File: config.mk
export PLATFORM = sky130hd
export DESIGN_NAME = pidrl_ctrl
export DESIGN_NICKNAME = d
export VERILOG_FILES = /design/src/hw/rtl/pidrl_pkg.sv /design/src/hw/rtl/pidrl_ctrl.sv
export SDC_FILE = /design/constraint.sdc
export NUM_CORES = 1
export LEC_CHECK = 0
export BUFFER_PORTS_ARGS = -buffer_cell sky130_fd_sc_hd__buf_2
export CAP_MARGIN = 20
export CORE_MARGIN = 5
export CORE_UTILIZATION = 50
export CTS_CLUSTER_SIZE = 12
export DETAILED_ROUTE_END_ITERATION = 10
export GPL_TIMING_DRIVEN = 0
export MAX_ROUTING_LAYER = met4
export PLACE_DENSITY = 0.71
export SKIP_CTS_REPAIR_TIMING = 1
export SLEW_MARGIN = 20
export SYNTH_ARGS = -nofsm -noshare
export SYNTH_HDL_FRONTEND = slang
export SYNTH_SLANG_ARGS = --single-unit
File: constraint.sdc
create_clock -name i_clk -period 2.45 [get_ports i_clk]
set_input_delay 0.3675 -clock i_clk [delete_from_list [all_inputs] [get_ports i_clk]]
set_output_delay 0.3675 -clock i_clk [all_outputs]
set_load 0.01 [all_outputs]
File: src/hw/rtl/pidrl_pkg.sv
`default_nettype none
package pidrl_pkg;

    // data formats
    localparam int DATA_W = 32;
    localparam int FRAC_W = 16;
    localparam int DT_W   = 19;
    localparam int LIM_W  = 31;

    // elapsed time handling, microseconds
    localparam logic [DATA_W-1:0] DT_MAX_US  = 32'd500000;
    localparam logic [DT_W-1:0]   DT_DEF_US  = 19'd1000;

    // shared multiplier and divider sizes
    localparam int MA_W   = 32;
    localparam int MB_W   = 33;
    localparam int PROD_W = MA_W + MB_W;
    localparam int ACC_W  = PROD_W + MA_W;
    localparam int DVD_W  = 84;
    localparam int DVS_W  = 40;
    localparam int CNT_W  = $clog2(DVD_W + 1);

    localparam logic [MB_W-1:0]  US_PER_S_B = 33'd1000000;
    localparam logic [DVD_W-1:0] DERIV_CAP  = 84'd1099511627776;

    // constant division by 15625, radix 2^16 digits, reciprocal per digit
    // two seconds scaled by the fraction bits is 15625 * 2^23, one second is 15625 * 2^6
    localparam int CD_W       = 64;
    localparam int CD_DIG_W   = 16;
    localparam int CD_REM_W   = 14;
    localparam int CD_PART_W  = CD_REM_W + CD_DIG_W;
    localparam int CD_NDIG    = CD_W / CD_DIG_W;
    localparam int CD_CNT_W   = 2;
    localparam int CD_MAGIC_W = 33;
    localparam int CD_SHIFT   = 46;
    localparam int INTEG_SH   = 23;
    localparam int RAMP_SH    = 6;
    localparam logic [CD_REM_W-1:0]   CD_DIVISOR = 14'd15625;
    localparam logic [CD_MAGIC_W-1:0] CD_MAGIC   = 33'd4503599628;

    // configuration register indexes
    localparam int CFG_IDX_W = 3;
    localparam logic [CFG_IDX_W-1:0] REG_GAIN_P       = 3'd0;
    localparam logic [CFG_IDX_W-1:0] REG_GAIN_I       = 3'd1;
    localparam logic [CFG_IDX_W-1:0] REG_GAIN_D       = 3'd2;
    localparam logic [CFG_IDX_W-1:0] REG_RAMP_RATE    = 3'd3;
    localparam logic [CFG_IDX_W-1:0] REG_OUTPUT_LIMIT = 3'd4;

    // datapath operations
    typedef enum logic [3:0] {
        OP_NOP,
        OP_LOAD,
        OP_MUL_LO,
        OP_MUL_HI,
        OP_DIV_GO,
        OP_SET_P,
        OP_SET_I,
        OP_SET_D,
        OP_SET_R,
        OP_OUT
    } t_op;

    // operand selection for multiply and divide
    typedef enum logic [2:0] {
        SRC_P,
        SRC_I1,
        SRC_I2,
        SRC_D1,
        SRC_D2,
        SRC_RR,
        SRC_CM
    } t_src;

    typedef struct packed {
        t_op  op;
        t_src src;
    } t_cmd;

    typedef struct packed {
        logic div_busy;
        logic ramp_on;
    } t_stat;

endpackage
`default_nettype wire

File: src/hw/rtl/pidrl_ctrl.sv
`default_nettype none
module pidrl_ctrl
    import pidrl_pkg::*;
(
    input  wire logic  i_clk,
    input  wire logic  i_rst_n,
    input  wire logic  i_in_valid,
    output logic       o_in_ready,
    output logic       o_out_valid,
    input  wire logic  i_out_ready,
    input  wire t_stat i_stat,
    output t_cmd       o_cmd
);

    typedef enum logic [4:0] {
        ST_IDLE, ST_P_LO, ST_P_SET, ST_I1, ST_I2_LO, ST_I2_HI, ST_I_DIV, ST_I_WAIT,
        ST_I_SET, ST_D1, ST_D2_LO, ST_D2_HI, ST_D_DIV, ST_D_WAIT, ST_D_SET,
        ST_R_MUL, ST_R_DIV, ST_R_WAIT, ST_C_MUL, ST_R_SET, ST_HOLD, ST_OUT
    } t_state;

    t_state r_state, n_state;
    t_cmd   r_cmd;
    logic   r_in_ready, r_out_valid;

    function automatic t_cmd cmd_of(input t_state s);
        t_cmd c;
        c.op  = OP_NOP;
        c.src = SRC_P;
        case (s)
            ST_IDLE:  c.op = OP_LOAD;
            ST_P_LO:  begin c.op = OP_MUL_LO; c.src = SRC_P;  end
            ST_P_SET: c.op = OP_SET_P;
            ST_I1:    begin c.op = OP_MUL_LO; c.src = SRC_I1; end
            ST_I2_LO: begin c.op = OP_MUL_LO; c.src = SRC_I2; end
            ST_I2_HI: c.op = OP_MUL_HI;
            ST_I_DIV: begin c.op = OP_DIV_GO; c.src = SRC_I2; end
            ST_I_SET: c.op = OP_SET_I;
            ST_D1:    begin c.op = OP_MUL_LO; c.src = SRC_D1; end
            ST_D2_LO: begin c.op = OP_MUL_LO; c.src = SRC_D2; end
            ST_D2_HI: c.op = OP_MUL_HI;
            ST_D_DIV: begin c.op = OP_DIV_GO; c.src = SRC_D2; end
            ST_D_SET: c.op = OP_SET_D;
            ST_R_MUL: begin c.op = OP_MUL_LO; c.src = SRC_RR; end
            ST_R_DIV: begin c.op = OP_DIV_GO; c.src = SRC_RR; end
            ST_C_MUL: begin c.op = OP_MUL_LO; c.src = SRC_CM; end
            ST_R_SET: c.op = OP_SET_R;
            ST_OUT:   c.op = OP_OUT;
            default:  c.op = OP_NOP;
        endcase
        return c;
    endfunction

    // sequencing of the datapath steps
    always_comb begin
        n_state = r_state;
        case (r_state)
            ST_IDLE:   if (i_in_valid) n_state = ST_P_LO;
            ST_P_LO:   n_state = ST_P_SET;
            ST_P_SET:  n_state = ST_I1;
            ST_I1:     n_state = ST_I2_LO;
            ST_I2_LO:  n_state = ST_I2_HI;
            ST_I2_HI:  n_state = ST_I_DIV;
            ST_I_DIV:  n_state = ST_I_WAIT;
            ST_I_WAIT: if (!i_stat.div_busy) n_state = ST_I_SET;
            ST_I_SET:  n_state = ST_D1;
            ST_D1:     n_state = ST_D2_LO;
            ST_D2_LO:  n_state = ST_D2_HI;
            ST_D2_HI:  n_state = ST_D_DIV;
            ST_D_DIV:  n_state = ST_D_WAIT;
            ST_D_WAIT: if (!i_stat.div_busy) n_state = ST_D_SET;
            ST_D_SET:  n_state = i_stat.ramp_on ? ST_R_MUL : ST_HOLD;
            ST_R_MUL:  n_state = ST_R_DIV;
            ST_R_DIV:  n_state = ST_R_WAIT;
            ST_R_WAIT: if (!i_stat.div_busy) n_state = ST_C_MUL;
            ST_C_MUL:  n_state = ST_R_SET;
            ST_R_SET:  n_state = ST_HOLD;
            ST_HOLD:   if (!r_out_valid || i_out_ready) n_state = ST_OUT;
            ST_OUT:    n_state = ST_IDLE;
            default:   n_state = ST_IDLE;
        endcase
    end

    // state and registered outputs
    always_ff @(posedge i_clk) begin
        if (!i_rst_n) begin
            r_state     <= ST_IDLE;
            r_cmd       <= cmd_of(ST_IDLE);
            r_in_ready  <= 1'b1;
            r_out_valid <= 1'b0;
        end else begin
            r_state    <= n_state;
            r_cmd      <= cmd_of(n_state);
            r_in_ready <= (n_state == ST_IDLE);
            if (r_state == ST_OUT) begin
                r_out_valid <= 1'b1;
            end else if (i_out_ready) begin
                r_out_valid <= 1'b0;
            end
        end
    end

    assign o_in_ready  = r_in_ready;
    assign o_out_valid = r_out_valid;
    assign o_cmd       = r_cmd;

endmodule
`default_nettype wire

### Word-level counts from Yosys, hierarchy flattened

Cells that the tools add are included.

* register bits: 14
* bits in latches: 0
* memory bits (writable): 0
* bits in read-only memories: 0
* input port bits: 6
* output and inout bits: 9
* memories: 0

* add/subtract/negate cells: 0
* multiply operators: 0
* divide/modulo/power cells: 0
* $lt $le $gt $ge: 0
* eq/ne operators: 38
* shift operators: 0
* multiplexer cells: 11
* bitwise operators: 0
* reductions and logical operators: 11

Operators by type and width (count)
* $pmux 5 s21: 1
* $eq 5x4->1 const B: 15
* $eq 5x5->1 const B: 10
* $pmux 4 s9: 1
* $eq 5x3->1 const B: 7
* $mux 5: 6
* $eq 5x2->1 const B: 4
* $pmux 3 s6: 1
* $eq 5x1->1 const B: 2
* $logic_not 5->1: 2
* $reduce_or 2->1: 4
* $reduce_or 7->1: 1
* $reduce_or 3->1: 1
* $mux 1: 2
* $reduce_bool 2->1: 1
* $logic_not 1->1: 1
* $logic_or 1x1->1: 1

### Depth between registers and ports, before layout

* depth after elaboration: 7
* mapped depth: 8
* gate-level depth less buffers: 6

### Worst setup path after synthesis

Ideal clock, no wire load.

* kind: input-to-reg
* start: input i_stat[1] in the netlist's numbering
* end: register r_cmd, in the netlist o_cmd[3]
* arrival: 1.713 ns
* required time: 2.323 ns
* setup slack: 0.609 ns
* cell stages on the path: 7
* path buffers: 1
* cells stage by stage: buf_6 > mux2i_1 > a22o_1 > a221oi_4 > nand2_2 > nor4bb_1 > or3b_1

* cells in the longest elaborated chain, start to end: 5
* elaborated cells between the ends (all ways): 26
* classes of those cells: eq/ne: 17; mux: 5; reduce/logical: 4

Ends and longest elaborated chain
* start, declared: line pidrl_ctrl.sv:11 `input wire t_stat i_stat,`
* $mux 5 (on tied branches): line pidrl_ctrl.sv:74, pidrl_ctrl.sv:64, pidrl_ctrl.sv:70
* $pmux 5 s21 *: line pidrl_ctrl.sv:56 `case (r_state)`
* $eq 5x5->1 (tied with other cells): line pidrl_ctrl.sv:29 `case (s)`
* $reduce_or 7->1 (no source line) (tied with other cells)
* $pmux 4 s9 *: line pidrl_ctrl.sv:29
* end signal, assigned: line pidrl_ctrl.sv:87 `r_cmd <= cmd_of(ST_IDLE);`
* end signal, assigned: line pidrl_ctrl.sv:92 `r_cmd <= cmd_of(n_state);`
* end, declared: line pidrl_ctrl.sv:22 `t_cmd r_cmd;`

Mark *: on every way between the ends. The rest lies on a longest branch, timed or not.
A chain may end at the register's enable or synchronous reset.

### Worst setup path in the final report

* start: register r_state[4]
* end: register r_cmd, in the netlist o_cmd[3]

* cells in the longest elaborated chain, start to end: 5
* elaborated cells between the ends (all ways): 49
* classes of those cells: eq/ne: 37; mux: 7; reduce/logical: 5

Ends and longest elaborated chain
* start, declared: line pidrl_ctrl.sv:21 `t_state r_state, n_state;`
* start signal, assigned: line pidrl_ctrl.sv:91 `r_state <= n_state;`
* $eq 5x5->1 (tied with other cells): line pidrl_ctrl.sv:56
* $pmux 5 s21 *: line pidrl_ctrl.sv:56
* $eq 5x5->1 (tied with other cells): line pidrl_ctrl.sv:29
* $reduce_or 7->1 (no source line) (tied with other cells)
* $pmux 4 s9 *: line pidrl_ctrl.sv:29

Marked as above.

==> impl_results.md <==
* Status: completed
* CTS Root Cell: clkbuf_4
* Crit start category: flop
* Pre-antenna DRT Iters at 4
* Later-pin clock latency in the skew report at 0.28 ns
* Worst vdd ir at 268.8 uV
* First-pass GRT wire length at 4015 um
* Post-route DRC at 0
* Total gr overflow at 0
* Vias at 1,026
* Mapped Cells at 130
* Worst Path Buf+Inv at 2
* Max-cap viol count at 0
* Most common cell in the synthesized netlist: dfxtp_1
* Critical path's largest stage delay at 0.40 ns
* Share of layout cells above drive strength 1 at 0.2123
* Final Non-Filler Cells at 173
* Final WL at 2405 um
* Hold_ws at 0.3750 ns
* CP cell instances: buf_4 > buf_2 > a21oi_1 > o21ai_0 > o21ai_1 > and3_1 > a22oi_1 > or3b_1
* Pre-CTS setup slack at 0.4506 ns
* Number of synthesized flops with an enable pin at 0
* Post-route ant nets at 0
* Worst r2r src: r_state[4]
* Final nets at 154
* Req. time, crit path at 2.61 ns
* H-tree lvl count at 1
* Syn nets at 136
* FF+latch count, synth at 14
* Cell taking the most area after synthesis: dfxtp_1
* Pleak at 0.4556 nW
* Worst r2r dst: o_cmd[3]
* WP data arrival at 2.19 ns
* I/O pins at 15
* CP top delay family: simple AND/OR/NAND/NOR gates
* RSZ-0062 raised after global routing: false
* Slew @ Worst Pin at 0.3988 ns
* Crit Path Max Fanout at 10
* Power consumption at 0.0006462 W
* Antenna diodes at 0
* Clock sinks at 14
* # setup viols final at 0
* Largest net degree at the start of global routing at 11
* DP Wirelength at 1822 um
* Leading post-synthesis cells by cell area: dfxtp_1 28%, nand2b_1 6.9%, a21oi_1 4.5%, nor2_1 4.5%, buf_2 3.5%
* Cts bufs inserted at 3
* Sum Neg Setup Slack at 0 ns
* Synthesized cell area at 991.0 um2
* WHS Path Cells at 2
* Most frequent cells after synthesis: 14 x dfxtp_1, 12 x nor2_1, 11 x nand2b_1
* Flop2flop setup slack at 0.43 ns
* Max Freq at 494.8 MHz
* Setup ws final at 0.4289 ns
* Post-synth ARST share at 0
* Initial antenna violation count at 0
* Hold Path Origin: i_rst_n
* Wire per inst at 13.90 um
* Fin Clk Skew at 0.006086 ns
* Min Clock Period, post-route at 2.021 ns
* Syn_area_per_cell at 7.623 um2
* Die height at 54.52 um
* YS warnings at 0
* Final Hold Fails at 0
* Slew Viols, Final at 0
* Initial core utilization at 0.5156
* FP Rows at 16
* Crit. End Element: flop
* Seq/Total Area, Yosys at 0.2828
* Path depth of the worst reg2reg path at 8
* Port Buffers at 13
* Crit path kind: reg2reg
* Synthesis-to-finish area growth at 12.25%
* Core Region at 1922 um2
* Total Routing Usage GR at 0.1928
* Post-synth cell types at 44
* Die span in x at 54.52 um
* Slowest CP cell: dfxtp_1
* Hold Path Class: in2reg
* CTS tree: done
* Relative slew slack at 0.7341
* Vias per cell at 5.931
* Iteration-0 DRC Markers at 29
* Placed insts at 170
* CTS clk-pin slew, worst paths at 0.08 ns
* Die area at 2972 um2
* Clk buf depth at 2
* GP Congestion at 0.9369
* Hold endpoint: o_cmd[2]
* Final worst path period share at 0.8249
* PD cells at 580.9 nW/um2
* Post-synth top flop: dfxtp_1
* Vias in the first global route at 887
* Top-area cell type share of the netlist area at 0.2828
[where the power goes]
group	total (W)	switching (W)	internal, W
clock network	0.000127	0.0000700	0.0000572
logic	0.000257	0.000149	0.000108
registers	0.000262	0.0000121	0.000250
total	0.000646	0.000231	0.000415
[cells by family after synthesis]
family,count (synthesis),share of synthesized area
flip-flops,14,0.2828
multiplexers,1,0.01010
AND/OR/NAND/NOR,61,0.3346
AO/OA/AOI/OAI,39,0.2841
buffers and inverters,15,0.08837
[registers in the layout, indices dropped and copies added, names as in the netlist]
name and cells:
o_cmd 7, r_state 5, o_in_ready 1, o_out_valid 1
[per-layer routing]
metal,GRT usage,routed length [um]
met3,0.02180,180
met1,0.2504,1042
met2,0.2908,1136
met5,-,0
met4,0.1037,44
[placed cells by master, fill, tap and decap left out, types with 4 or more instances in the layout]
master / instances
nor2b_1: 5
nand2b_1: 11
buf_2: 20
o21ai_0: 6
nor3_1: 4
and2_1: 4
dfxtp_1: 14
nand2_1: 8
nand3_1: 4
o21ai_1: 4
nor2_1: 12
a21oi_1: 9
[stage by stage]
step / util / instance area, um2
after floorplan: - / 991.0
after global placement: 0.5671 / 1090
after detailed placement: 0.5671 / 1090
after CTS: 0.5788 / 1112
after global routing: 0.5788 / 1112
final: 0.5788 / 1112
[how the worst max path moves through the flow]
stage / end / cells after the start / slack, ns / from
after global placement: o_cmd[3] / 8 / 0.52 / r_state[4]
after detailed placement: o_cmd[3] / 8 / 0.45 / r_state[4]
after CTS: o_cmd[3] / 8 / 0.45 / r_state[4]
after floorplan: o_cmd[3] / 7 / 0.61 / i_stat[1]
after global routing: o_cmd[3] / 8 / 0.32 / r_state[4]
final: o_cmd[3] / 8 / 0.43 / r_state[4]
[area by class of cell]
class	instances	area [um2]
inverters	3	11.26
plain buffers	12	76.32
repair buffers	13	65.06
flip-flops and latches	14	280.3
well taps	27	33.78
fillers	203	809.5
clock buffers	3	22.52
multi-input cells	101	623.1
(Power assumes the default switching activity.)
